File: src/hw/rtl/clns_pkg.sv
package clns_pkg;

	// Request codes carried on the input tuser field.
	localparam logic [2:0] ACT_TICK   = 3'd0;
	localparam logic [2:0] ACT_CMD    = 3'd1;
	localparam logic [2:0] ACT_CHAR   = 3'd2;
	localparam logic [2:0] ACT_GOTO   = 3'd3;
	localparam logic [2:0] ACT_CLEAR  = 3'd4;

	// Configuration register indexes.
	localparam int unsigned CFG_IDX_W   = 3;
	localparam logic [CFG_IDX_W-1:0] REG_PULSE  = 3'd0;
	localparam logic [CFG_IDX_W-1:0] REG_GAP    = 3'd1;
	localparam logic [CFG_IDX_W-1:0] REG_SETTLE = 3'd2;
	localparam logic [CFG_IDX_W-1:0] REG_POWER  = 3'd3;

	localparam logic [15:0] RST_PULSE  = 16'd1;
	localparam logic [15:0] RST_GAP    = 16'd200;
	localparam logic [15:0] RST_SETTLE = 16'd2000;
	localparam logic [15:0] RST_POWER  = 16'd20000;

	// Display geometry and command bytes.
	localparam int unsigned COLUMNS    = 16;
	localparam logic [7:0] ROW0_BASE   = 8'h80;
	localparam logic [7:0] ROW1_BASE   = 8'hC0;
	localparam logic [7:0] CMD_CLEAR   = 8'h01;
	localparam logic [7:0] CMD_HOME    = 8'h80;
	localparam logic [2:0] INIT_COUNT  = 3'd7;
	localparam logic [2:0] INIT_EXTRA  = 3'd5;

	// Queue between the decode side and the sequencer.
	localparam int unsigned QDEPTH = 2;
	localparam int unsigned QPTR_W = $clog2(QDEPTH);
	localparam int unsigned QCNT_W = $clog2(QDEPTH + 1);

	typedef enum logic [2:0] {
		PH_POWER,
		PH_HIGH,
		PH_GAP,
		PH_LOW,
		PH_SETTLE,
		PH_EXTRA,
		PH_IDLE
	} phase_t;

	typedef enum logic [1:0] {
		OP_TICK,
		OP_START,
		OP_CLEAR,
		OP_NONE
	} op_kind_t;

	// One classified item as it travels through the queue.
	typedef struct packed {
		op_kind_t    kind;
		logic [7:0]  byte_val;
		logic        rs;
	} op_t;

	// Initialisation byte sequence.
	function automatic logic [7:0] init_byte(input logic [2:0] step);
		logic [7:0] b;
		case (step)
			3'd0: b = 8'h33;
			3'd1: b = 8'h32;
			3'd2: b = 8'h28;
			3'd3: b = 8'h0C;
			3'd4: b = 8'h06;
			3'd5: b = 8'h01;
			default: b = 8'h80;
		endcase
		return b;
	endfunction

endpackage

File: src/hw/rtl/clns_front.sv
module clns_front
	import clns_pkg::*;
(
	input  logic [2:0]  action,
	input  logic [7:0]  byte_value,
	input  logic [1:0]  row,
	input  logic [4:0]  column,
	output op_t         op
);

	logic       goto_ok;
	logic [7:0] goto_byte;

	// Goto acts only on the two rows and on columns that exist.
	assign goto_ok   = ({1'b0, column} < 6'(COLUMNS)) && (row <= 2'd1);
	assign goto_byte = ((row == 2'd0) ? ROW0_BASE : ROW1_BASE) | {3'b000, column};

	// Classify the item into the operation the sequencer carries out.
	always_comb begin
		op.kind     = OP_NONE;
		op.byte_val = byte_value;
		op.rs       = 1'b0;
		case (action)
			ACT_TICK: begin
				op.kind = OP_TICK;
			end
			ACT_CMD: begin
				op.kind = OP_START;
			end
			ACT_CHAR: begin
				op.kind = OP_START;
				op.rs   = 1'b1;
			end
			ACT_GOTO: begin
				op.kind     = goto_ok ? OP_START : OP_NONE;
				op.byte_val = goto_byte;
			end
			ACT_CLEAR: begin
				op.kind     = OP_CLEAR;
				op.byte_val = CMD_CLEAR;
			end
			default: begin
				op.kind = OP_NONE;
			end
		endcase
	end

endmodule

File: src/hw/rtl/clns_queue.sv
module clns_queue
	import clns_pkg::*;
(
	input  logic clk,
	input  logic arst_n,
	input  logic push,
	input  op_t  push_op,
	output logic full,
	input  logic pop,
	output logic not_empty,
	output op_t  pop_op
);

	op_t               mem_q [QDEPTH];
	logic [QPTR_W-1:0] wr_ptr_q;
	logic [QPTR_W-1:0] rd_ptr_q;
	logic [QCNT_W-1:0] count_q;

	assign full      = (count_q == QCNT_W'(QDEPTH));
	assign not_empty = (count_q != '0);
	assign pop_op    = mem_q[rd_ptr_q];

	// Entry storage.
	always_ff @(posedge clk) begin
		if (push) begin
			mem_q[wr_ptr_q] <= push_op;
		end
	end

	// Pointers and fill count.
	always_ff @(posedge clk or negedge arst_n) begin
		if (!arst_n) begin
			wr_ptr_q <= '0;
			rd_ptr_q <= '0;
			count_q  <= '0;
		end else begin
			if (push) begin
				wr_ptr_q <= (wr_ptr_q == QPTR_W'(QDEPTH - 1)) ? '0 : wr_ptr_q + 1'b1;
			end
			if (pop) begin
				rd_ptr_q <= (rd_ptr_q == QPTR_W'(QDEPTH - 1)) ? '0 : rd_ptr_q + 1'b1;
			end
			if (push && !pop) begin
				count_q <= count_q + 1'b1;
			end else if (pop && !push) begin
				count_q <= count_q - 1'b1;
			end
		end
	end

endmodule

File: src/hw/rtl/clns_back.sv
module clns_back
	import clns_pkg::*;
(
	input  logic                 clk,
	input  logic                 arst_n,
	input  logic                 cfg_we,
	input  logic [CFG_IDX_W-1:0] cfg_index,
	input  logic [15:0]          cfg_data,
	input  logic                 q_valid,
	input  op_t                  q_op,
	output logic                 q_pop,
	output logic                 m_tvalid,
	input  logic                 m_tready,
	output logic [7:0]           m_tdata
);

	logic [15:0] pulse_q, gap_q, settle_q, power_q;

	phase_t      ph_q, ph_n;
	logic [15:0] wc_q, wc_n;
	logic [7:0]  byte_q, byte_n;
	logic        rs_q, rs_n;
	logic [2:0]  step_q, step_n;
	logic        home_q, home_n;
	logic        done_q, done_n;
	logic        extra_q, extra_n;
	logic        acc;

	logic [15:0] dur;
	logic [16:0] len;
	logic        expired;
	logic [2:0]  step_inc;
	logic [3:0]  nib;
	logic        en;

	logic        out_valid_q;
	logic [7:0]  out_data_q;

	// Configuration registers.
	always_ff @(posedge clk or negedge arst_n) begin
		if (!arst_n) begin
			pulse_q  <= RST_PULSE;
			gap_q    <= RST_GAP;
			settle_q <= RST_SETTLE;
			power_q  <= RST_POWER;
		end else if (cfg_we) begin
			case (cfg_index)
				REG_PULSE:  pulse_q  <= cfg_data;
				REG_GAP:    gap_q    <= cfg_data;
				REG_SETTLE: settle_q <= cfg_data;
				REG_POWER:  power_q  <= cfg_data;
				default: ;
			endcase
		end
	end

	// Length of the current phase; a zero setting counts as one tick.
	always_comb begin
		case (ph_q)
			PH_POWER:        dur = power_q;
			PH_HIGH, PH_LOW: dur = pulse_q;
			PH_GAP:          dur = gap_q;
			default:         dur = settle_q;
		endcase
	end
	assign len      = (dur == 16'd0) ? 17'd1 : {1'b0, dur};
	assign expired  = ({1'b0, wc_q} + 17'd1) >= len;
	assign step_inc = step_q + 3'd1;

	// Take an item from the queue whenever the output register can be refilled.
	assign q_pop = q_valid && (!out_valid_q || m_tready);

	// Sequencer next state for the item at the head of the queue.
	always_comb begin
		logic do_next;
		do_next = 1'b0;
		ph_n    = ph_q;
		wc_n    = wc_q;
		byte_n  = byte_q;
		rs_n    = rs_q;
		step_n  = step_q;
		home_n  = home_q;
		done_n  = done_q;
		extra_n = extra_q;
		acc     = 1'b0;

		if (q_op.kind == OP_TICK) begin
			if (ph_q != PH_IDLE) begin
				if (!expired) begin
					wc_n = wc_q + 16'd1;
				end else begin
					wc_n = 16'd0;
					case (ph_q)
						PH_POWER: begin
							step_n  = 3'd0;
							byte_n  = init_byte(3'd0);
							rs_n    = 1'b0;
							extra_n = 1'b0;
							ph_n    = PH_HIGH;
						end
						PH_HIGH: ph_n = PH_GAP;
						PH_GAP:  ph_n = PH_LOW;
						PH_LOW:  ph_n = PH_SETTLE;
						PH_SETTLE: begin
							if (extra_q) begin
								extra_n = 1'b0;
								ph_n    = PH_EXTRA;
							end else begin
								do_next = 1'b1;
							end
						end
						default: do_next = 1'b1;
					endcase
				end
			end
		end else if (ph_q == PH_IDLE) begin
			case (q_op.kind)
				OP_START: begin
					byte_n  = q_op.byte_val;
					rs_n    = q_op.rs;
					extra_n = 1'b0;
					ph_n    = PH_HIGH;
					wc_n    = 16'd0;
					acc     = 1'b1;
				end
				OP_CLEAR: begin
					home_n  = 1'b1;
					byte_n  = CMD_CLEAR;
					rs_n    = 1'b0;
					extra_n = 1'b1;
					ph_n    = PH_HIGH;
					wc_n    = 16'd0;
					acc     = 1'b1;
				end
				default: ;
			endcase
		end

		// Pick the byte that follows a finished one.
		if (do_next) begin
			if (!done_q) begin
				step_n = step_inc;
				if (step_inc != INIT_COUNT) begin
					byte_n  = init_byte(step_inc);
					rs_n    = 1'b0;
					extra_n = (step_inc >= INIT_EXTRA);
					ph_n    = PH_HIGH;
				end else begin
					done_n = 1'b1;
					step_n = 3'd0;
					ph_n   = PH_IDLE;
				end
			end else if (home_q) begin
				home_n  = 1'b0;
				byte_n  = CMD_HOME;
				rs_n    = 1'b0;
				extra_n = 1'b0;
				ph_n    = PH_HIGH;
			end else begin
				ph_n = PH_IDLE;
			end
		end
	end

	// Bus levels after the item.
	assign nib = (ph_n == PH_HIGH || ph_n == PH_GAP) ? byte_n[7:4] : byte_n[3:0];
	assign en  = (ph_n == PH_HIGH || ph_n == PH_LOW);

	// Sequencer state registers.
	always_ff @(posedge clk or negedge arst_n) begin
		if (!arst_n) begin
			ph_q    <= PH_POWER;
			wc_q    <= 16'd0;
			byte_q  <= 8'd0;
			rs_q    <= 1'b0;
			step_q  <= 3'd0;
			home_q  <= 1'b0;
			done_q  <= 1'b0;
			extra_q <= 1'b0;
		end else if (q_pop) begin
			ph_q    <= ph_n;
			wc_q    <= wc_n;
			byte_q  <= byte_n;
			rs_q    <= rs_n;
			step_q  <= step_n;
			home_q  <= home_n;
			done_q  <= done_n;
			extra_q <= extra_n;
		end
	end

	// Output register.
	always_ff @(posedge clk or negedge arst_n) begin
		if (!arst_n) begin
			out_valid_q <= 1'b0;
		end else if (q_pop) begin
			out_valid_q <= 1'b1;
		end else if (m_tready) begin
			out_valid_q <= 1'b0;
		end
	end

	always_ff @(posedge clk) begin
		if (q_pop) begin
			out_data_q <= {acc, (ph_n == PH_IDLE), en, rs_n, nib};
		end
	end

	assign m_tvalid = out_valid_q;
	assign m_tdata  = out_data_q;

endmodule

File: src/hw/rtl/char_lcd_nibble_sequencer_top.sv
// An accepted item is written into the queue; once it is at the head and the output
// register can be refilled, its result is registered there. A stalled output delays it.
// Throughput: one item per cycle while the output is not stalled.
// The two-entry queue and the output register hold items while the output is stalled; the
// input stops once both are full. Reset is asynchronous and active low: registers return to
// their defaults and the sequencer restarts in the power-on wait.
module char_lcd_nibble_sequencer_top
	import clns_pkg::*;
(
	input  logic                 clk,
	input  logic                 arst_n,
	input  logic                 cfg_we,
	input  logic [CFG_IDX_W-1:0] cfg_index,
	input  logic [15:0]          cfg_data,
	input  logic                 s_tvalid,
	output logic                 s_tready,
	// s_tdata: [7:0] byte_value, [9:8] row, [14:10] column, [15] zero
	input  logic [15:0]          s_tdata,
	// s_tuser: [2:0] action
	input  logic [2:0]           s_tuser,
	output logic                 m_tvalid,
	input  logic                 m_tready,
	// m_tdata: [3:0] data_nibble, [4] register_select, [5] enable, [6] ready_res,
	// [7] accepted
	output logic [7:0]           m_tdata
);

	op_t  dec_op;
	op_t  head_op;
	logic q_full;
	logic q_valid;
	logic q_pop;
	logic push;

	assign s_tready = !q_full;
	assign push     = s_tvalid && s_tready;

	// Decode side.
	clns_front u_front (
		.action     (s_tuser),
		.byte_value (s_tdata[7:0]),
		.row        (s_tdata[9:8]),
		.column     (s_tdata[14:10]),
		.op         (dec_op)
	);

	// Queue between decode and sequencer.
	clns_queue u_queue (
		.clk       (clk),
		.arst_n    (arst_n),
		.push      (push),
		.push_op   (dec_op),
		.full      (q_full),
		.pop       (q_pop),
		.not_empty (q_valid),
		.pop_op    (head_op)
	);

	// Sequencer and output register.
	clns_back u_back (
		.clk       (clk),
		.arst_n    (arst_n),
		.cfg_we    (cfg_we),
		.cfg_index (cfg_index),
		.cfg_data  (cfg_data),
		.q_valid   (q_valid),
		.q_op      (head_op),
		.q_pop     (q_pop),
		.m_tvalid  (m_tvalid),
		.m_tready  (m_tready),
		.m_tdata   (m_tdata)
	);

endmodule

File: config.mk
export PLATFORM = sky130hd
export DESIGN_NAME = char_lcd_nibble_sequencer_top
export DESIGN_NICKNAME = d
export VERILOG_FILES = /design/src/hw/rtl/clns_pkg.sv /design/src/hw/rtl/clns_front.sv /design/src/hw/rtl/clns_queue.sv /design/src/hw/rtl/clns_back.sv /design/src/hw/rtl/char_lcd_nibble_sequencer_top.sv
export SDC_FILE = /design/constraint.sdc
export NUM_CORES = 1
export LEC_CHECK = 0
export BUFFER_PORTS_ARGS = -buffer_cell sky130_fd_sc_hd__buf_2
export CAP_MARGIN = 20
export CORE_ASPECT_RATIO = 1.75
export CORE_UTILIZATION = 45
export DETAILED_ROUTE_END_ITERATION = 7
export HOLD_SLACK_MARGIN = 0.02
export PLACE_DENSITY = 0.58
export SYNTH_ARGS = -nofsm -noshare
export SYNTH_HDL_FRONTEND = slang
export SYNTH_SLANG_ARGS = --single-unit
File: constraint.sdc
create_clock -name clk -period 3.95 [get_ports clk]
set_input_delay 0.395 -clock clk [delete_from_list [all_inputs] [get_ports clk]]
set_output_delay 0.395 -clock clk [all_outputs]
set_load 0.01 [all_outputs]
Yosys cells after proc, flatten, opt, wreduce, memory -nomap -nowiden
Memory sizes are Yosys's and may differ from the RTL's.
Index checks and enable logic that the tools add are counted.
- add/sub/neg operators: 7
- multipliers: 0
- divide/modulo/power cells: 0
- $lt $le $gt $ge: 4
- equality and inequality tests: 27
- shifts and indexed selects: 0
- muxes and demuxes: 84
- bitwise logic cells: 2
- reductions and logical operators: 36
- operators by type and width (operator ; number):
    16-bit two-way mux ; 6
    8-bit two-way mux ; 9
    3-bit two-way mux ; 17
    16-bit case mux with 3 select lines ; 1
    8-bit case mux with 6 select lines ; 1
    1-bit two-way mux ; 38
    8-bit case mux with 2 select lines ; 2
    3-bit by 2-bit equality test with 1-bit output (second input constant) ; 10
    3-bit equality test (second input constant) ; 6
    16-bit by 1-bit adder with 17-bit output (second input constant) ; 1
    17-bit >= comparator ; 1
    16-bit by 1-bit adder with 16-bit output (second input constant) ; 1
    16-bit zero test ; 1
    3-bit by 1-bit equality test with 1-bit output (second input constant) ; 5
    3-bit case mux with 5 select lines ; 1
    3-bit zero test ; 4
    2-bit AND reduction ; 5
    2-bit nonzero test ; 5
    2-bit OR reduction ; 5
    8-bit by 5-bit bitwise OR with 8-bit output ; 1
    2-bit case mux with 4 select lines ; 1
    7-bit two-way mux ; 1
    2-bit two-way mux ; 3
    3-bit inequality test (second input constant) ; 2
    19 further kinds ; 33
- register bits after elaboration: 111
- bits in latches: 0
- RAM bits: 22
- ROM bits: 0
- input port bits: 43
- output and inout bits: 10
- word-level logic and storage cells: 179
- memories: 1
- memories (memory ; depth ; bits a word ; rd ports ; clocked after Yosys merged registers in ; write ports ; line ; RTL):
    u_queue.mem_q ; 2 ; 11 ; 1 ; 0 ; 1 ; clns_queue.sv:14 ; op_t mem_q [QDEPTH];

Depth between registers and ports, before layout
Gate-level depths: netlist (run 1).
- depth in word-level cells: 13
- gate-level depth with buffers: 17
- gate-level depth less buffers: 15

Cells and area by module
A second synthesis (run 1) with hierarchy kept.
- cells, all modules: 633
- area, all modules: 7111.8 µm²
- by module, submodules not included (module ; times used ; cells an instance ; area each (µm²) ; sequential area each (µm²)):
    clns_back ; 1 ; 548 ; 5878.1 ; 2736.4
    clns_queue ; 1 ; 50 ; 1019.7 ; 760.7
    clns_front ; 1 ; 33 ; 203.9 ; 0.0
    char_lcd_nibble_sequencer_top ; 1 ; 2 ; 10.0 ; 0.0

Worst setup path after synthesis (run 1)
OpenSTA, ideal clock, no wires.
- path type: register to register
- start point: register u_back.ph_q[2]
- end point: register u_back.out_data_q[0], in the netlist u_back.m_tdata[0] (data pin)
- setup time: 0.266 ns
- arrival: 3.226 ns
- required time: 3.684 ns
- setup slack: 0.458 ns
- cell stages (with the launch flop): 16
- buffers on the path: 2
- clock period less this slack: 3.492 ns
- cell sequence: dfrtp_1 -> inv_2 -> buf_1 -> mux2i_1 -> nand4_1 -> nor4_1 -> a211o_1 -> ha_1 -> nand3_1 -> nor4_1 -> o211a_1 -> a211o_2 -> buf_6 -> a221oi_2 -> o32a_2 -> mux2i_1
- cells in the longest elaborated chain, start to end: 13
- elaborated cells between the ends (all ways): 38
- classes of those cells: order compare (1); eq/ne (8); mux (24); reduce/logical (5)
- RTL lines (element ; line ; RTL):
    start, declared ; clns_back.sv:19 ; phase_t ph_q, ph_n;
    start signal, assigned ; clns_back.sv:181 ; ph_q <= ph_n;
    3-bit by 1-bit equality test with 1-bit output or 3-bit by 2-bit equality test with 1-bit output (tied branches) ; clns_back.sv:59, clns_back.sv:93 ;
    2-bit OR reduction ; clns_back.sv:59 ; case (ph_q)
    16-bit case mux with 3 select lines ; clns_back.sv:59 ;
    16-bit zero test ; clns_back.sv:66 ; assign len = (dur == 16'd0) ? 17'd1 : {1'b0, dur};
    16-bit two-way mux ; clns_back.sv:66 ;
    17-bit >= comparator ; clns_back.sv:67 ; assign expired = ({1'b0, wc_q} + 17'd1) >= len;
    3-bit two-way mux (tied with other cells) ; clns_back.sv:89 ; if (!expired) begin
    3-bit two-way mux (tied with other cells) ; clns_back.sv:88 ; if (ph_q != PH_IDLE) begin
    3-bit two-way mux (tied with other cells) ; clns_back.sv:87 ; if (q_op.kind == OP_TICK) begin
    3-bit two-way mux (tied with other cells) ; clns_back.sv:140 ; if (do_next) begin
    3-bit by 1-bit equality test with 1-bit output (tied with other cells) ; clns_back.sv:166 ; assign nib = (ph_n == PH_HIGH || ph_n == PH_GAP) ? byte_n[7:4] : byte_n[3:0];
    1-bit logical OR or 8-bit two-way mux (tied branches) ; clns_back.sv:166, clns_back.sv:140 ;
    4-bit two-way mux * ; clns_back.sv:166 ;
    named net u_back.nib[0] ; clns_back.sv:33 ; logic [3:0] nib;
    end signal, assigned ; clns_back.sv:205 ; out_data_q <= {acc, (ph_n == PH_IDLE), en, rs_n, nib};
    end, declared ; clns_back.sv:37 ; logic [7:0] out_data_q;
Mark *: on every way through the listed nets, which the timed path passes. The rest lies on a longest branch.
A chain may end at the register's enable or synchronous reset.

Final worst setup path (run 1)
- start point: register u_back.ph_q[1]
- end point: register u_back.out_data_q[6], in the netlist u_back.m_tdata[6] (data pin)
- cells in the longest elaborated chain, start to end: 11
- elaborated cells between the ends (all ways): 26
- classes of those cells: order compare (1); eq/ne (7); mux (14); reduce/logical (4)
- RTL lines (element ; line):
    3-bit by 1-bit equality test with 1-bit output or 3-bit by 2-bit equality test with 1-bit output (tied branches) ; clns_back.sv:59, clns_back.sv:93
    2-bit OR reduction ; clns_back.sv:59
    16-bit case mux with 3 select lines ; clns_back.sv:59
    16-bit zero test ; clns_back.sv:66
    16-bit two-way mux ; clns_back.sv:66
    17-bit >= comparator ; clns_back.sv:67
    3-bit two-way mux or 1-bit two-way mux (tied branches) ; clns_back.sv:89
    3-bit two-way mux or 1-bit two-way mux (tied branches) ; clns_back.sv:88
    3-bit two-way mux or 1-bit two-way mux (tied branches) ; clns_back.sv:87
    3-bit two-way mux * ; clns_back.sv:140
    3-bit equality test * ; clns_back.sv:205
Every way passes the cells marked *; elsewhere a longest branch is shown, timed or not.

==> reports/results.txt, run 1 <==
Post-synth design cell area -> 7170 um2
Crit. Startpoint -> u_back.ph_q[1]
HPWL Detailed -> 12.8 mm
Clk_skew -> 0.0100 ns
Prevailing post-synth register cell -> dfrtp_1
Synth Area in Simple Gates -> 11.8%
R2R Setup Slk -> 0.03 ns
Critical Path AT -> 4.08 ns
Global-route wire length before repair -> 28.5 mm
Post-DP Area -> 7970 um2
Longest Clk Path Bufs -> 2
Via count -> 5386
Leak pwr -> 3.96 nW
Pwr/cell area -> 625 nW/um2
Vias in the first global route -> 5717
Fmax -> 255 MHz
Layout cells sized above 1 -> 35.1%
First drt pass iteration count -> 4
Max Fanout on Critical Path -> 7
Setup_tns -> 0 ns
Routed WL -> 17.7 mm
Die area -> 16500 um2
Outcome -> finished, final reports clean
Max VDD drop -> 0.302 mV
Vias/cell -> 5.74
Final layout net count -> 810
Htree depth -> 4
Startpoint type of the worst setup path -> register
Inserted Diodes -> 0
Final setup vio count -> 0
Distinct cells, synth -> 68
Worst min-delay path category -> in2reg
Hold Vio Cnt, Final -> 0
Reg2reg start -> u_back.ph_q[1]
Initial Utilization -> 46.3%
Post-Synthesis Cells -> 631
GP Congestion -> 0.900
GRT Util Overall -> 22.2%
Worst slew pin tran -> 0.912 ns
#FFs+latches synth -> 133
Sink Count -> 133
Design Power -> 5.57 mW
Xor/xnor cell area share of the yosys netlist -> 2.57%
Remaining global-route overflow -> 0
Slew Limit Headroom -> 39.0%
Core area -> 15500 um2
DRT antenna net count -> 0
Placed Cells incl. Taps -> 885
Die Span X -> 97.4 um
EDFF count, synth -> 30
Seq/Total Area, Yosys -> 48.8%
Final period util -> 99.3%
Worst setup endpoint -> u_back.m_tdata[6]
Chip Height -> 169 um
FP Rows -> 60
Avg Inst Size Synth -> 11.4 um2
Main combinational cell family by area after synthesis -> multiplexers
CP required -> 4.10 ns
Net Count, Synth -> 702
Worst-path clk slew -> 0.06 ns
Root buffer cell -> clkbuf_16
CP Capture Type -> register
CTS Buf Count -> 17
IO Port Bufs -> 51
RSZ-0062 raised after global routing -> yes
Antenna violations before repair -> 0
I/O pins -> 53
Tmin final -> 3.92 ns
Max Cap Violations -> 0
R2R cell count -> 17
DRC errors left -> 0
Routed WL per cell -> 18.9 um
Finished Cell Area -> 8910 um2
Compound-Gate Fraction of Synth Area -> 12.7%
1st-iter DRT viols -> 152
Post-Synth Adder-Cell Area -> 4.89%
Fillers -> 1324
Clock Latency Late Sink -> 0.42 ns
Worst r2r dst -> u_back.m_tdata[6]
Slew Viols, Final -> 0
Largest net degree at the start of global routing -> 43
CTS tree -> built
Asr flop ratio synth -> 77.4%
Yosys Warn Count -> 0
Layout Cells excl Fill -> 938
Area grow syn2layout -> 24.3%
Proportion of synthesized area in mux cells -> 16.7%
Critical setup path kind -> reg2reg
-- cell usage after synthesis (4+ instances only) --
cell      instances  area [um2]
dfrtp_1          88        2200
mux2_2           67         754
nand2_1          64         240
mux2i_1          44         440
edfxtp_1         30         901
nor2_1           29         109
ha_1             28         350
a21oi_1          26         130
o21ai_0          25         125
clkbuf_1         22        82.6
a32o_1           16         160
dfstp_2          15         394
nand3_1          15        75.1
inv_1            12        45.0
o21ai_1          12        60.1
xnor2_1          12         105
nor3_1           10        50.1
xor2_1            9        78.8
and3_1            7        43.8
nand4_1           7        43.8
o22ai_1           6        37.5
and2_1            5        31.3
buf_1             5        18.8
a21o_1            4        30.0
nor3b_1           4        30.0
or3_1             4        25.0
-- state kept, by name, summed over array words and instances (netlist names), 8 cells and up --
| name | flops |
|---|---|
| u_back.power_q | 16 |
| u_back.gap_q | 16 |
| u_back.settle_q | 16 |
| u_back.m_tdata | 8 |
| u_queue.mem_q | 22 |
| u_back.wc_q | 16 |
| u_back.pulse_q | 16 |
| u_back.byte_q | 8 |
-- metal layers --
layer | wire, um | global-route usage (%) | vias up
met5 | 0 | 0 | -
met4 | 816 | 11.6 | 0
met3 | 385 | 3.76 | 46
met2 | 10000 | 43.0 | 109
met1 | 6470 | 22.3 | 2668
li1 | - | - | 2563
-- worst max-delay path: stages, from the launching register on --
cell	delay [ns]
dfrtp_1	0.40
buf_12	0.16
buf_12	0.14
buf_4	0.13
mux2i_1	0.18
o21ai_1	0.08
mux2i_1	0.21
nand4_1	0.17
nor4_2	0.24
a211o_1	0.15
ha_2	0.19
o21ai_2	0.06
a221o_1	0.41
a211o_4	0.42
buf_6	0.15
a21oi_1	0.28
nor2_1	0.13
nor4b_4	0.15
-- layout make-up --
type	count	area [um2]	area share, %
multi-input combinational	454	3620	40.6
clock inverter	9	114	1.28
sequential	133	3500	39.3
inverter	13	48.8	0.548
clock buffer	23	522	5.86
timing repair buffer	120	875	9.82
tap	186	233	2.61
-- stage by stage --
stage	utilization (%)	hold slack, ns	setup WS, ns
detailed placement	51.5	0.369	0.0747
global placement	51.5	0.354	0.124
global route	57.6	0.251	-0.101
CTS	55.7	0.242	0.0553
finish	57.6	0.249	0.0262
floorplan	-	0.0994	0.458
-- cell usage in the layout, fill, tap and decap left out, types with 15 or more instances in the layout --
cell / Yosys / final
dfrtp_1: 88 / 88
nand2_1: 64 / 62
o21ai_1: 12 / 15
a32o_1: 16 / 16
buf_2: 1 / 50
ha_1: 28 / 27
o21ai_0: 25 / 20
nor2_1: 29 / 29
buf_4: 1 / 57
mux2i_1: 44 / 43
a21oi_1: 26 / 26
mux2_2: 67 / 67
clkbuf_16: 0 / 20
edfxtp_1: 30 / 30
dfstp_2: 15 / 15
-- power by group --
part | switching [mW] | internal, mW | leakage [nW]
sequential | 0.173 | 1.76 | 1.55
clock | 0.607 | 1.06 | 0.313
combinational | 1.06 | 0.906 | 2.10
total | 1.84 | 3.73 | 3.96
-- kinds of logic (layout without fill, tap and decap cells) --
logic type	after synthesis	in the layout
and+or+nand+nor	165	165
DFF	133	133
AOI/OAI and AO/OA	129	129
muxes	111	111
buffers and inverters	44	165
adders and majority gates	28	28
xor gates and xnor gates	21	21
-- worst min-delay path by stage --
stage          depth (start not counted)            endpoint   startpoint  slack, ns
6_report                               3     u_back.m_tvalid     m_tready       0.25
5_1_grt                                2  u_back.settle_q[8]  cfg_data[8]       0.25
4_1_cts                                3     u_back.m_tvalid     m_tready       0.24
3_5_place_dp                           1   u_back.power_q[3]       arst_n       0.37
3_3_place_gp                           1   u_back.power_q[3]       arst_n       0.35
2_1_floorplan                          0    u_back.byte_q[0]       arst_n        0.1
-- timing repair --
action / 4_1_cts / 5_1_grt
resized for setup: 0 / 33
endpoints found under the setup margin: 0 / 17
buffers inserted: 0 / 19
hold buffers: 1 / 0
endpoints found under the hold margin: 27 / 0
Note: power is estimated with default switching activity, not from simulation.
==> run 2: changes to the inputs <==
Clock period 3.95 ns to 3.9 ns, I/O delays scaled along.
==> run 2 against run 1 <==
Compared with the run above:
- non-clock buffer count increased by 8
- flip-flop and latch count is the same
- clock skew shrank 0.0011 ns
- sequential share of layout area rose by 0.15 points
- first-iteration DRC count up 11%
- hold slack worse by 0.16 ns
- cell count rose by 0.85%
- largest cell class unchanged
- clock power shrank 6%
- largest power group unchanged
- highest routed layer unchanged
==> reports/results.txt, run 2 (synthesis results as in run 1) <==
Slowest stage cell on the critical path -> dfrtp_2
Top reg by flops -> u_queue.mem_q
Worst min-delay path category -> in2async
Slew Viols, Final -> 0 (unchanged)
Max Fanout on Critical Path -> 8 (+1)
Post-DP Area -> 8100 um2 (+1.7%)
Final setup vio count -> 0 (unchanged)
HPWL Detailed -> 12.7 mm (-1.1%)
Design Power -> 5.57 mW (+0.13%)
Power Internal -> 3.69 mW (-0.99%)
Initial Utilization -> 46.3% (unchanged)
Critical-path cell list -> clkbuf_16 -> buf_4 -> mux2i_1 -> o21ai_1 -> mux2i_1 -> buf_4 -> nand3_2 -> nor4_2 -> a211o_1 -> ha_1 -> o21ai_1 -> a221o_1 -> a211o_4 -> buf_6 -> buf_4 -> a221oi_2 -> o32a_2 -> mux2i_1
Longest Clk Path Bufs -> 2 (unchanged)
Via count -> 5450 (+1.2%)
M1 wire length -> 6.43 mm (-0.63%)
Clock Latency Late Sink -> 0.42 ns (about the same)
Met3 wire length -> 306 um (-21%)
DRC errors left -> 0 (unchanged)
Die Span X -> 97.4 um (unchanged)
Critical Path AT -> 3.91 ns (-0.17 ns)
Final period util -> 96.2% (-3.1 points)
I/O pins -> 53 (unchanged)
Remaining global-route overflow -> 0 (unchanged)
Max Cap Violations -> 0 (unchanged)
IO Port Bufs -> 51 (unchanged)
DRT antenna net count -> 0 (unchanged)
Sequential share of power -> 35.2% (+0.5 points)
CTS tree -> built
Max VDD drop -> 0.318 mV (+5.1%)
GRT Util Overall -> 21.9% (-0.32 points)
Chip Height -> 169 um (unchanged)
Max reg flops -> 22 (unchanged)
Antenna violations before repair -> 0 (unchanged)
Layout cells sized above 1 -> 36.3% (+1.2 points)
Final layout net count -> 818 (+0.99%)
Hold_ws -> 0.0857 ns (-0.164 ns)
Die area -> 16500 um2 (unchanged)
Leading cell type in the layout, fill and taps excluded -> dfrtp_1
Core area -> 15500 um2 (unchanged)
Setup WS pre-CTS -> -0.0368 ns (-0.112 ns)
Critical setup path kind -> reg2reg
GP Congestion -> 0.923 (+2.6%)
Switching share of power -> 33.8% (+0.75 points)
Root buffer cell -> clkbuf_16
Combinational share of power -> 36.7% (+1.4 points)
Startpoint type of the worst setup path -> register
Setup_tns -> 0 ns (unchanged)
CTS Buf Count -> 17 (unchanged)
CP Capture Type -> register
Vias in the first global route -> 5711 (-0.10%)
CP required -> 4.06 ns (-0.04 ns)
Slew Limit Headroom -> 36.6% (-2.4 points)
Vias/cell -> 5.76 (+0.33%)
RSZ-0062 raised after global routing -> yes
Crit. Startpoint -> u_back.ph_q[1]
Sink Count -> 133 (unchanged)
Most frequent cells in the layout -> dfrtp_1 (87), buf_4 (71), mux2_2 (67)
1st-iter DRT viols -> 168 (+11%)
Worst-path clk slew -> 0.06 ns (about the same)
Pwr/cell area -> 628 nW/um2 (+0.46%)
Area grow syn2layout -> 23.9%
Hold Vio Cnt, Final -> 0 (unchanged)
Clk_skew -> 0.00893 ns (-0.00107 ns)
Leak pwr -> 3.96 nW (about the same)
Worst slew pin tran -> 0.951 ns (+0.0388 ns)
Max layer used -> met4
WL met2 -> 9.74 mm (-3.1%)
Routed WL per cell -> 18.3 um (-3.3%)
Inserted Diodes -> 0 (unchanged)
Reg2reg start -> u_back.ph_q[1]
Global-route wire length before repair -> 28.4 mm (-0.48%)
Clock group share of total power -> 28.1% (-1.9 points)
Post-route setup slack -> 0.147 ns (+0.121 ns)
Fillers -> 1340 (+1.2%)
Finished Cell Area -> 8880 um2 (-0.34%)
Largest net degree at the start of global routing -> 75 (+74%)
Outcome -> finished, final reports clean
Fmax -> 266 MHz (+4.6%)
First drt pass iteration count -> 4 (unchanged)
Routed WL -> 17.3 mm (-2.5%)
Tmin final -> 3.75 ns (-0.171 ns)
Switching pwr -> 1.88 mW (+2.4%)
CP max stage delay -> 0.45 ns (+0.03 ns)
FP Rows -> 60 (unchanged)
Htree depth -> 4 (unchanged)
[run 2: final timing paths]
kind / endpoint / slack (ns) / depth (start not counted)
worst max-delay path: u_back.m_tdata[0] / 0.15 / 18
worst min-delay path: u_back.power_q[3] / 0.09 / 1
worst max register to register: u_back.m_tdata[0] / 0.15 / 18
worst min register to register: u_back.byte_q[2] / 0.50 / 2
max in group asynchronous: u_back.done_q / 2.84 / 2
min in group clk: u_back.m_tvalid / 0.24 / 3
[run 2: critical path: cells and delay by family, from the launching register on]
kind	cells	cell delay (ns)
AO/OA/AOI/OAI	7	1.48
buffers and inverters	5	0.74
flip-flops	1	0.45
multiplexers	3	0.36
AND/OR/NAND/NOR	2	0.31
adder cells (fa/ha/maj)	1	0.13
[run 2: cell type report]
class                           count  area [um2]  share of cell area (%)
Clock buffer                       20         458                    5.16
Clock inverter                     12         118                    1.32
Inverter                           13        48.8                   0.550
Multi-Input combinational cell    454        3610                    40.7
Sequential cell                   133        3500                    39.4
Tap cell                          186         233                    2.62
Timing Repair Buffer              128         911                    10.3
[run 2: stage by stage]
step                      std cells  util [%]
after floorplan                 631         -
after global placement          903      52.4
after detailed placement        903      52.4
after CTS                       941      56.5
after global routing            946      57.4
final                           946      57.4
[run 2: power groups by stage]
stage / logic [mW] / registers, mW / clock network [mW]
finish: 2.05 / 1.96 / 1.57
global route: 2.26 / 2.00 / 1.66
CTS: 2.01 / 1.96 / 1.60
detailed placement: 1.94 / 1.98 / 0
global placement: 1.90 / 1.96 / 0
floorplan: 1.18 / 1.94 / 0
[run 2: what timing repair did]
action / in CTS / in global routing
endpoints found under the setup margin: 3 / 13
buffers inserted: 6 / 5
gates resized for setup: 1 / 21
hold buffers: 0 / 0
pin swaps: 1 / 12
gates cloned: 0 / 1
[run 2: metal layers]
metal  vias to the layer above  GRT usage, %
li1                       2583             -
met5                         -             0
met1                      2720          22.9
met4                         0          12.3
met3                        48          3.14
met2                        99          41.3
